### src/hdl/sbsp_pkg.sv
// ---------------------------------------------------------------------------
// sbsp_pkg: shared types and symbol tables of the six-bit symbol packer
// Alphabet lookups in both directions, transaction and result types.
// ---------------------------------------------------------------------------
package sbsp_pkg;

   // number of symbols in the alphabet
   localparam int unsigned SYMBOL_COUNT = 57;

   // mode codes carried in req_tuser
   localparam logic MODE_ENCODE = 1'b0;
   localparam logic MODE_DECODE = 1'b1;

   // position within the 4-symbol / 3-byte group
   typedef enum logic [1:0] {
      PH_0 = 2'd0,
      PH_1 = 2'd1,
      PH_2 = 2'd2,
      PH_3 = 2'd3
   } phase_type;

   // one input transaction
   typedef struct packed {
      logic       mode;
      logic [7:0] data;
      logic       last;
   } item_type;

   // one result transaction
   typedef struct packed {
      logic [7:0] value;
      logic       error;
      logic       final_res;
   } result_type;

   // results produced by one item, entry 0 goes out first
   typedef struct packed {
      logic [1:0]             cnt;
      result_type [1:0]       res;
   } core_out_type;

   // character to {found, index}; lowercase letters fold to uppercase
   function automatic logic [6:0] char_to_index(input logic [7:0] c);
      logic [7:0] u;
      logic [7:0] t;
      logic       found;
      logic [5:0] idx;
      u     = c;
      t     = 8'd0;
      found = 1'b1;
      idx   = 6'd0;
      if (c >= 8'h61 && c <= 8'h7A) begin
         u = c - 8'd32;
      end
      case (u) inside
         8'h00:         idx = 6'd0;
         [8'h30:8'h39]: begin
            t   = u - 8'd47;
            idx = t[5:0];
         end
         [8'h41:8'h5A]: begin
            t   = u - 8'd54;
            idx = t[5:0];
         end
         8'h2C: idx = 6'd37; // ,
         8'h2E: idx = 6'd38; // .
         8'h21: idx = 6'd39; // !
         8'h23: idx = 6'd40; // #
         8'h24: idx = 6'd41; // $
         8'h28: idx = 6'd42; // (
         8'h29: idx = 6'd43; // )
         8'h2B: idx = 6'd44; // +
         8'h2D: idx = 6'd45; // -
         8'h3D: idx = 6'd46; // =
         8'h3F: idx = 6'd47; // ?
         8'h3A: idx = 6'd48; // :
         8'h3B: idx = 6'd49; // ;
         8'h2F: idx = 6'd50; // /
         8'h5C: idx = 6'd51; // backslash
         8'h26: idx = 6'd52; // &
         8'h22: idx = 6'd53; // double quote
         8'h27: idx = 6'd54; // single quote
         8'h20: idx = 6'd55; // space
         8'h0A: idx = 6'd56; // newline
         default: found = 1'b0;
      endcase
      // symbols past the active alphabet size are not found
      if ({1'b0, idx} >= 7'(SYMBOL_COUNT)) begin
         found = 1'b0;
      end
      return {found, idx};
   endfunction

   // index to {ok, character}; an index past the alphabet gives 0, not ok
   function automatic logic [8:0] index_to_char(input logic [5:0] idx);
      logic [7:0] ch;
      logic       ok;
      ch = 8'h00;
      ok = ({1'b0, idx} < 7'(SYMBOL_COUNT));
      case (idx) inside
         6'd0:          ch = 8'h00;
         [6'd1:6'd10]:  ch = {2'b00, idx} + 8'd47;
         [6'd11:6'd36]: ch = {2'b00, idx} + 8'd54;
         6'd37: ch = 8'h2C;
         6'd38: ch = 8'h2E;
         6'd39: ch = 8'h21;
         6'd40: ch = 8'h23;
         6'd41: ch = 8'h24;
         6'd42: ch = 8'h28;
         6'd43: ch = 8'h29;
         6'd44: ch = 8'h2B;
         6'd45: ch = 8'h2D;
         6'd46: ch = 8'h3D;
         6'd47: ch = 8'h3F;
         6'd48: ch = 8'h3A;
         6'd49: ch = 8'h3B;
         6'd50: ch = 8'h2F;
         6'd51: ch = 8'h5C;
         6'd52: ch = 8'h26;
         6'd53: ch = 8'h22;
         6'd54: ch = 8'h27;
         6'd55: ch = 8'h20;
         6'd56: ch = 8'h0A;
         default: ch = 8'h00;
      endcase
      if (!ok) begin
         ch = 8'h00;
      end
      return {ok, ch};
   endfunction

endpackage

### src/hdl/six_bit_symbol_packer_top.sv
// ---------------------------------------------------------------------------
// six_bit_symbol_packer_top: six-bit alphabet codec, stream in / stream out
// Input register, combinational pack/unpack core and a four-entry result
// queue that lets new items in while earlier results wait.
// ---------------------------------------------------------------------------
//  channel | dir | tdata           | tuser  | tlast
//  req_    | in  | [7:0] data      | mode   | last
//  rsp_    | out | [7:0] value     | error  | final_res
//
//  One item enters per cycle while req_tready is high; it waits in the
//  input register until the queue has room for two results. Output is
//  one result per cycle while rsp_tready is high, so items giving two
//  results hold the sustained input rate to the output rate; the queue
//  depth of four sets how long req_tready stays high under rsp stalls.
//  Synchronous active-high reset returns phase and residual bits to zero.
// ---------------------------------------------------------------------------
module six_bit_symbol_packer_top (
   input  logic       clock,
   input  logic       reset,
   input  logic       req_tvalid,
   output logic       req_tready,
   input  logic [7:0] req_tdata,   // [7:0] data
   input  logic       req_tuser,   // [0] mode
   input  logic       req_tlast,
   output logic       rsp_tvalid,
   input  logic       rsp_tready,
   output logic [7:0] rsp_tdata,   // [7:0] value
   output logic       rsp_tuser,   // [0] error
   output logic       rsp_tlast
);
   import sbsp_pkg::*;

   logic         in_vld_ff, in_vld_in;
   item_type     in_item_ff;
   logic         req_acc;
   logic         fire;
   core_out_type core_res;

   result_type   queue_ff [4];
   logic [1:0]   wr_ptr_ff, wr_ptr_in;
   logic [1:0]   rd_ptr_ff, rd_ptr_in;
   logic [2:0]   cnt_ff, cnt_in;
   logic [1:0]   push_n;
   logic         pop;

   // input register
   assign fire       = in_vld_ff && (cnt_ff <= 3'd2);
   assign req_tready = !in_vld_ff || fire;
   assign req_acc    = req_tvalid && req_tready;
   assign in_vld_in  = req_acc || (in_vld_ff && !fire);

   always_ff @(posedge clock) begin
      if (reset) begin
         in_vld_ff <= 1'b0;
      end else begin
         in_vld_ff <= in_vld_in;
      end
   end

   always_ff @(posedge clock) begin
      if (req_acc) begin
         in_item_ff <= '{mode: req_tuser, data: req_tdata, last: req_tlast};
      end
   end

   sbsp_core u_core (
      .clock  (clock),
      .reset  (reset),
      .fire   (fire),
      .item   (in_item_ff),
      .result (core_res)
   );

   // result queue
   assign push_n    = fire ? core_res.cnt : 2'd0;
   assign pop       = rsp_tvalid && rsp_tready;
   assign wr_ptr_in = wr_ptr_ff + push_n;
   assign rd_ptr_in = rd_ptr_ff + {1'b0, pop};
   assign cnt_in    = cnt_ff + {1'b0, push_n} - {2'b00, pop};

   always_ff @(posedge clock) begin
      if (reset) begin
         wr_ptr_ff <= 2'd0;
         rd_ptr_ff <= 2'd0;
         cnt_ff    <= 3'd0;
      end else begin
         wr_ptr_ff <= wr_ptr_in;
         rd_ptr_ff <= rd_ptr_in;
         cnt_ff    <= cnt_in;
      end
   end

   always_ff @(posedge clock) begin
      if (push_n != 2'd0) begin
         queue_ff[wr_ptr_ff] <= core_res.res[0];
      end
      if (push_n == 2'd2) begin
         queue_ff[wr_ptr_ff + 2'd1] <= core_res.res[1];
      end
   end

   // result port
   assign rsp_tvalid = (cnt_ff != 3'd0);
   assign rsp_tdata  = queue_ff[rd_ptr_ff].value;
   assign rsp_tuser  = queue_ff[rd_ptr_ff].error;
   assign rsp_tlast  = queue_ff[rd_ptr_ff].final_res;

   // queue never overfills
   a_cnt_bound: assert property (@(posedge clock) disable iff (reset)
      cnt_ff <= 3'd4)
      else $error("result queue over capacity");

   // occupancy tracks pointers
   a_cnt_ptr: assert property (@(posedge clock) disable iff (reset)
      (cnt_ff[1:0] == (wr_ptr_ff - rd_ptr_ff)))
      else $error("queue count and pointers disagree");

   // a non-last encode item gives at most one result
   a_enc_one: assert property (@(posedge clock) disable iff (reset)
      (fire && in_item_ff.mode == MODE_ENCODE && !in_item_ff.last)
         |-> (core_res.cnt <= 2'd1))
      else $error("encode produced too many results");

   // an empty input register always takes a transaction
   a_ready: assert property (@(posedge clock) disable iff (reset)
      !in_vld_ff |-> req_tready)
      else $error("input register empty but not ready");

endmodule

### src/hdl/sbsp_core.sv
// ---------------------------------------------------------------------------
// sbsp_core: pack/unpack datapath with phase and residual state
// Turns one registered item into up to two results combinationally and
// advances the group phase, the held-over bits and the pending error.
// ---------------------------------------------------------------------------
module sbsp_core (
   input  logic                 clock,
   input  logic                 reset,
   input  logic                 fire,    // item consumed this cycle
   input  sbsp_pkg::item_type   item,
   output sbsp_pkg::core_out_type result
);
   import sbsp_pkg::*;

   phase_type  phase_ff,  phase_in;
   logic [5:0] resid_ff,  resid_in;
   logic       errp_ff,   errp_in;

   logic [6:0] lookup;
   logic       unk;
   logic [5:0] idx;
   logic [5:0] id0, id1;
   logic [1:0] dcnt;
   logic [8:0] dch0, dch1;
   logic [1:0] n;

   assign lookup = char_to_index(item.data);
   assign unk    = !lookup[6];
   assign idx    = lookup[6] ? lookup[5:0] : 6'd0;
   assign dch0   = index_to_char(id0);
   assign dch1   = index_to_char(id1);

   // state registers
   always_ff @(posedge clock) begin
      if (reset) begin
         phase_ff <= PH_0;
         resid_ff <= 6'd0;
         errp_ff  <= 1'b0;
      end else if (fire) begin
         phase_ff <= phase_in;
         resid_ff <= resid_in;
         errp_ff  <= errp_in;
      end
   end

   // result formation and next state
   always_comb begin
      phase_in = phase_ff;
      resid_in = resid_ff;
      errp_in  = errp_ff;
      id0      = 6'd0;
      id1      = 6'd0;
      dcnt     = 2'd1;
      n        = 2'd0;
      result   = '0;

      if (item.mode == MODE_ENCODE) begin
         result.res[0].error = unk | errp_ff;
         case (phase_ff)
            PH_0: begin
               result.res[0].value = {idx, 2'b00};
               n        = item.last ? 2'd1 : 2'd0;
               resid_in = idx;
               phase_in = PH_1;
            end
            PH_1: begin
               result.res[0].value = {resid_ff, idx[5:4]};
               result.res[1].value = {idx[3:0], 4'h0};
               n        = item.last ? 2'd2 : 2'd1;
               resid_in = {2'b00, idx[3:0]};
               phase_in = PH_2;
            end
            PH_2: begin
               result.res[0].value = {resid_ff[3:0], idx[5:2]};
               result.res[1].value = {idx[1:0], 6'd0};
               n        = item.last ? 2'd2 : 2'd1;
               resid_in = {4'h0, idx[1:0]};
               phase_in = PH_3;
            end
            default: begin
               result.res[0].value = {resid_ff[1:0], idx};
               n        = 2'd1;
               resid_in = 6'd0;
               phase_in = PH_0;
            end
         endcase
         // an unknown character with no result waits for the next one
         errp_in = (n == 2'd0) ? (errp_ff | unk) : 1'b0;
      end else begin
         case (phase_ff)
            PH_1: begin
               id0      = {resid_ff[1:0], item.data[7:4]};
               resid_in = {2'b00, item.data[3:0]};
               phase_in = PH_2;
            end
            PH_2: begin
               id0      = {resid_ff[3:0], item.data[7:6]};
               id1      = item.data[5:0];
               dcnt     = 2'd2;
               resid_in = 6'd0;
               phase_in = PH_0;
            end
            default: begin
               id0      = item.data[7:2];
               resid_in = {4'h0, item.data[1:0]};
               phase_in = PH_1;
            end
         endcase
         // drop a trailing null symbol on the last byte
         n = dcnt;
         if (item.last && ((dcnt == 2'd2) ? (id1 == 6'd0) : (id0 == 6'd0))) begin
            n = dcnt - 2'd1;
         end
         result.res[0].value = dch0[7:0];
         result.res[0].error = !dch0[8] | errp_ff;
         result.res[1].value = dch1[7:0];
         result.res[1].error = !dch1[8];
         if (n != 2'd0) begin
            errp_in = 1'b0;
         end
      end

      // final flag on the last emitted result
      if (item.last) begin
         result.res[0].final_res = (n == 2'd1);
         result.res[1].final_res = (n == 2'd2);
         phase_in = PH_0;
         resid_in = 6'd0;
         errp_in  = 1'b0;
      end
      result.cnt = n;
   end

endmodule
### config.mk
export PLATFORM = sky130hd
export DESIGN_NAME = six_bit_symbol_packer_top
export DESIGN_NICKNAME = d
export VERILOG_FILES = /design/src/hdl/sbsp_pkg.sv /design/src/hdl/six_bit_symbol_packer_top.sv /design/src/hdl/sbsp_core.sv
export SDC_FILE = /design/constraint.sdc
export NUM_CORES = 1
export LEC_CHECK = 0
export BUFFER_PORTS_ARGS = -buffer_cell sky130_fd_sc_hd__buf_4
export CORE_MARGIN = 4
export CORE_UTILIZATION = 50
export CTS_CLUSTER_SIZE = 12
export DETAILED_ROUTE_END_ITERATION = 7
export PLACE_DENSITY = 0.78
export SYNTH_ARGS = -nofsm -noshare
export SYNTH_HDL_FRONTEND = slang
export SYNTH_SLANG_ARGS = --single-unit
### constraint.sdc
create_clock -name clock -period 13.8 [get_ports clock]
set_clock_uncertainty 0.1 [all_clocks]
set_input_delay 0.69 -clock clock [delete_from_list [all_inputs] [get_ports clock]]
set_output_delay 0.69 -clock clock [all_outputs]
set_load 0.03 [all_outputs]
==> impl_results.md, run 1 <==
* Final setup vio count at 0
* CP Max Fanout at 30
* Final Non-Filler Cells at 946
* Final Max Tran Viols at 0
* Most common cell after layout, fill and taps aside: a21oi_1
* Leak at 2.624 nW
* Worst setup SP type: flip-flop
* Largest family of logic cells by synthesized area: compound AO/OA/AOI/OAI gates
* CTS buffer count at 9
* Post-DP HPWL at roughly 13000 um
* Post-Syn Instances at 782
* Mapped Nets at roughly 840
* DRT Wirelength at 18750 um
* Sequential share of the synthesized area at a little over a quarter
* Asr flop ratio synth at 0%
* Layout overhead on the synthesized area at 6.399%
* CTS tree: built
* Hold/Removal Path Class: flip-flop to flip-flop
* Ports at 26
* # diodes at 0
* Most frequent cells in the layout: a21oi_1 (82), nor2_1 (64), edfxtp_1 (50)
* Switch Pwr at 0.3168 mW
* VDD IR-drop max at between 0.00005 and 0.00006 V
* Pre-antenna DRT Iters at 5
* Adder-Cell Fraction of Synth Area at 7.366%
* Final Hold Viols at 0
* Routability Congestion at 1.029
* Net Sw Frac at 38.95%
* DRT iter0 DRCs at approximately 960
* Post-synthesis mux area share at 7.180%
* Clock slew at reported path FFs at 0.06 ns
* Initial antenna violation count at 0
* Clock Root Buffer: clkbuf_16
* Final nets at between 800 and 900
* Final TNS setup at 0 ns
* CTS Hold Bufs at 0
* RSZ-0062 raised after global routing: no
* First-pass GRT wire length at 30420 um
* Post-DRT Antenna Nets at 0
* Share of post-route cells with drive strength above 1 at 13.77%
* Largest net degree at the start of global routing at 46
* Core ar. at 13190 um2
* Worst Setup End Kind: flip-flop
* Synthesized area per cell at between 8 and 9 um2
* Critical path type: flip-flop to flip-flop
* Total grt overflow at 0
* Internal Dissipation at 0.4966 mW
* Data required, critical path at 13.66 ns
* Clock share of power at ~26%
* Buffers on Ports at 25
* Chip height at ~120 um
* Die X at 124.0 um
* Routed len/inst at approximately 20 um
* Vias in the first global route at a little under 6000
* Gate power share at 41.9%
* Placed insts at 931
* Clk sinks at 67
* DIE AREA at 15370 um2
* Compound-Gate Fraction of Synth Area at 30.28%
* Floorplan row count at 42
* Avg Vias per Cell at 6.746
* Post-synth EDFFs at 50
* Worst-Margin Slew at 0.9974 ns
* Post-Synth Simple-Gate Area at 18.81%
* CTS resizes at 0
* DRC Markers at 0
* Post-CTS Setup Inserts at 0
* Clock Path Buffers at 2
* Post-Syn Area at 6726 um2
* Yosys reg bits at 67
* Count of cell types in the netlist at 91
* Slew Limit Headroom at between 30% and 40%
* Worst endpoint data arrival time at 5.20 ns
* Worst hold margin at 0.4124 ns
* Yosys warning count at 0
* Later-pin clock latency in the skew report at 0.34 ns
* Pwr dens at around 110 nW/um2
* Via count at roughly 6400
* Initial Utilization at 51.00%
* Setup slack, reg-to-reg at ~8.5 ns
* Status: completed
* Final min period at 5.336 ns
* Final Util at between 50% and 60%
* Seq pwr share at 32.5%
* Synth Area in XOR/XNOR at 2.344%
* CTS H-Tree Depth at 3
* Post-synth top flop: edfxtp_1
* Max_cap viols at 0
* Final Cycle Share at 38.67%
* Max Fclk at 0.1874 GHz
* Total GRT Usage at approximately 25%
## critical path, cell delays in order (launching register included)
cell and delay [ns]:
dfxtp_1 0.41, inv_1 0.10, ha_1 0.70, nor2_1 0.46, a21o_1 0.39, nand4_1 0.19, o41ai_1 0.53, nand2_1 0.14
inv_1 0.08, ha_1 0.11, a2bb2oi_1 0.38, nor2b_1 0.22, inv_1 0.07, and2_1 0.17, o21bai_1 0.18, nor2_1 0.72
## per-stage QoR
stage	power [mW]	instance area [um2]	setup WS [ns]
floorplan	0.5222	6726	9.450
global placement	0.6016	6890	8.686
detailed placement	0.6026	6890	8.537
CTS	0.8109	7157	8.520
global route	0.8574	7157	8.088
finish	0.8135	7157	8.464
## kinds of logic (layout without fill, tap and decap cells)
family / Yosys count / after routing
compound gates: 286 / 286
simple gates: 240 / 240
buf+inv: 98 / 86
flops: 67 / 67
fa+ha+maj: 39 / 39
mux: 34 / 34
xor+xnor: 18 / 18
## layout make-up
type,count,area (um2)
fill,1181,6033
clock inverter,6,41.29
inverter,38,142.6
timing repair buffer,33,247.7
tap,176,220.2
multi-input combinational,617,4438
clock buffer,9,225.2
sequential,67,1842
## state kept, by name (all words and copies together), names as in the netlist
| register | flops |
|---|---|
| u_core.errp_ff | 1 |
| u_core.resid_ff | 6 |
| in_vld_ff | 1 |
| cnt_ff | 3 |
| u_core.phase_ff | 2 |
| queue_ff | 40 |
| rd_ptr_ff | 2 |
| in_item_ff | 10 |
| wr_ptr_ff | 2 |
## path summary, 6_finish.rpt
kind	start	endpoint	cells after the start
worst max register to register	u_core.phase_ff[0]	queue_ff[1][1]	15
worst min register to register	u_core.resid_ff[4]	u_core.resid_ff[4]	2
worst min-delay path	u_core.resid_ff[4]	u_core.resid_ff[4]	2
worst max-delay path	u_core.phase_ff[0]	queue_ff[1][1]	15
## metal layers
| layer | routed length (um) | share of wire, % | vias up | track usage [%] |
|---|---|---|---|---|
| met3 | 1519 | 8.1 | 57 | 4.133 |
| li1 | - | - | 2972 | - |
| met5 | 0 | 0 | - | 0 |
| met1 | 7852 | 42 | 2984 | 33.76 |
| met4 | 562 | 3.0 | 0 | 9.103 |
| met2 | 8814 | 47 | 369 | 40.52 |
## cells in the mapped netlist (6+ instances only)
cell type  instances  area share, %
buf_2             15            1.1
inv_1             36            2.0
a22oi_1            6           0.67
o211ai_1           7           0.78
nor3_1            17            1.3
nand2b_1           8           0.74
nor2_1            64            3.6
buf_1              7           0.39
o221ai_1           7           0.91
nor2b_1           10           0.93
clkbuf_1          27            1.5
dfxtp_1           17            5.1
ha_1              38            7.1
a21oi_1           82            6.1
and2_1             7           0.65
nand4_1            6           0.56
a31oi_1           13            1.2
a32oi_1            8            1.0
o31ai_1           12            1.3
a21o_1            16            1.8
a211oi_1          12            1.3
nand2_1           47            2.6
a211o_1            6           0.78
o21ai_0           33            2.5
o2111ai_1          6           0.78
nand3_1           28            2.1
a22oi_2            6            1.1
xnor2_1           16            2.1
edfxtp_1          50             22
mux2i_1           10            1.5
buf_4              6           0.67
mux2_2            14            2.3
mux4_2            10            3.3
nor4_1             8           0.74
## power groups by stage
| stage | logic, mW | registers, mW | clock network [mW] |
|---|---|---|---|
| after global routing | 0.370 | 0.268 | 0.219 |
| after global placement | 0.333 | 0.268 | 0 |
| after detailed placement | 0.334 | 0.269 | 0 |
| after CTS | 0.335 | 0.265 | 0.211 |
| after floorplan | 0.269 | 0.253 | 0 |
| final | 0.341 | 0.264 | 0.208 |
Power figures use the tool's default switching activity.
==> inputs of run 2 (changes only) <==
clock period = 5.1 ns   (was 13.8 ns; I/O delays follow)
==> run 2 against run 1 <==
Total power grew to 2.9 times the previous value. Sequential power increased to 2.8 times the previous value. Utilization is 2.1 points higher. Cell area is 3.9% higher. Wire length up 5.6%. Critical path depth grew 1. Clock power rose to 3.2 times the previous value. Hold slack got worse by 0.35 ns. Register-to-register slack lost 8.2 ns. Die area stayed put. Via count grew 3.7%. Largest cell class unchanged.
==> impl_results.md, run 2 (synthesis results as in run 1) <==
* Status: completed
* VDD IR-drop max at 0.0002243 V
* Layout overhead on the synthesized area at 10.51%
* Clk sinks at between 60 and 70
* Crit path top cell by count: inv_1
* Clock slew at reported path FFs at 0.06 ns
* Post-DRT Antenna Nets at 0
* DRC Markers at 0
* Chip height at 124.0 um
* Floorplan row count at 42
* Most frequent cells in the layout: a21oi_1 (82), nor2_1 (64), edfxtp_1 (50), buf_4 (50), nand2_1 (47)
* Buffers on Ports at 25
* CP max stage delay at 0.68 ns
* # diodes at 0
* CTS H-Tree Depth at 3
* Data required, critical path at 5.05 ns
* Total grt overflow at 0
* Hold/Removal Path Class: input port to flip-flop
* Worst-Margin Slew at ~0.83 ns
* Largest net degree at the start of global routing at between 40 and 50
* Initial antenna violation count at 0
* Crit path buffers/inverters at 5
* Leak at 2.781 nW
* Final Non-Filler Cells at 974
* Worst path cell trace: inv_1 > ha_1 > nor2_1 > a21o_1 > nand4_1 > o41ai_1 > nand2_1 > inv_1 > ha_1 > a2bb2oi_1 > buf_4 > nor2b_1 > inv_1 > and2_1 > o31ai_1 > buf_4
* Final setup vio count at 0
* Worst endpoint data arrival time at 4.81 ns
* Most common cell after layout, fill and taps aside: a21oi_1
* Vias in the first global route at 6114
* Later-pin clock latency in the skew report at 0.34 ns
* CTS buffer count at 9
* Final min period at 4.866 ns
* Max reg flops at 40
* Final nets at between 800 and 900
* First-pass GRT wire length at 32010 um
* Final Max Tran Viols at 0
* DRT Wirelength at 19810 um
* CTS tree: built
* Routed len/inst at 20.34 um
* Fillers at 1164
* RSZ-0062 raised after global routing: no
* Final TNS setup at 0 ns
* Slew Limit Headroom at between 40% and 50%
* Max_cap viols at 0
* Post-DP HPWL at about 14000 um
* CP Max Fanout at 18
* Initial Utilization at 51.00%
* Die X at 124.0 um
* Placed insts at 948
* Pwr dens at 315.5 nW/um2
* Total GRT Usage at between 20% and 30%
* Clock Root Buffer: clkbuf_16
* Worst Setup End Kind: flip-flop
* Clock Path Buffers at 2
* Final Hold Viols at 0
* Share of post-route cells with drive strength above 1 at between 10% and 20%
* Max Fclk at slightly above 0.2 GHz
* DIE AREA at 15370 um2
* Setup slack, reg-to-reg at 0.23 ns
* DRT iter0 DRCs at 1025
* Final Cycle Share at 95.41%
* Ports at 26
* Crit-path slowest cell: o31ai_1
* CP delay by family, top: compound AO/OA/AOI/OAI gates
* Avg Vias per Cell at 6.796
* Routability Congestion at 1.018
* Pre-antenna DRT Iters at 6
* Top flop regs: queue_ff (40), in_item_ff (10), u_core.resid_ff (6)
* Worst setup SP type: flip-flop
* Core ar. at 13190 um2
* Critical path type: flip-flop to flip-flop
* Top reg by flops: queue_ff
* Via count at 6619
==> run 2: cell count changes in the layout (fill, tap and decap cells not counted) <==
cell | before | now
clkinvlp_4 | 3 | 0
clkinv_4 | 0 | 4
bufinv_16 | 0 | 1
o31ai_1 | 12 | 11
dlygate4sd3_1 | 0 | 10
o31ai_2 | 0 | 1
buf_4 | 33 | 50
clkinv_2 | 2 | 0
inv_8 | 0 | 1
==> run 2: cell type report <==
type,count,area [um2],area share (%)
Clock buffer,9,225.2,3.030
Clock inverter,7,85.08,1.145
Inverter,38,142.6,1.919
Tap cell,176,220.2,2.962
Sequential cell,67,1842,24.78
Multi-Input combinational cell,617,4443,59.77
Timing Repair Buffer,60,475.5,6.396
==> run 2: report_power, final <==
| part | switching [mW] | internal, mW |
|---|---|---|
| logic | 0.570 | 0.388 |
| clock network | 0.272 | 0.387 |
| registers | 0.0729 | 0.655 |
| total | 0.915 | 1.43 |
==> run 2: metrics by stage <==
step | instance area, um2 | hold slack [ns] | setup slack (ns) | utilization, % | power (mW)
2_1_floorplan | 6726 | 0.2539 | 0.7503 | - | 1.413
3_3_place_gp | 7018 | 0.3335 | 0.5557 | 53.21 | 1.660
3_5_place_dp | 7018 | 0.3345 | 0.3460 | 53.21 | 1.664
4_1_cts | 7428 | 0.07012 | 0.2999 | 56.32 | 2.326
5_1_grt | 7433 | 0.08185 | 0.003886 | 56.36 | 2.456
6_report | 7433 | 0.06375 | 0.2343 | 56.36 | 2.345
==> run 2: worst paths after layout <==
check / to / from / depth (start not counted)
max: queue_ff[0][1] / u_core.phase_ff[0] / 16
min: in_vld_ff / req_tvalid / 3
max reg2reg: queue_ff[0][1] / u_core.phase_ff[0] / 16
min reg2reg: u_core.resid_ff[4] / u_core.resid_ff[4] / 2
==> run 2: routing by layer <==
layer,track usage [%],wire (um),up-vias
met4,8.830,586,0
li1,-,-,3030
met5,0,0,-
met3,4.178,1836,57
met1,35.62,7977,3126
met2,42.62,9407,406
==> run 2: timing repair <==
action	4_1_cts	5_1_grt
buffers inserted	0	0
hold buffers	10	0
gates resized for setup	0	1
endpoints found under the hold margin	10	0
endpoints found under the setup margin	0	6
==> run 2: worst min-delay path, delay by kind of cell <==
kind	cells	cell delay, ns
compound gates	1	0.05
buf+inv	2	0.15
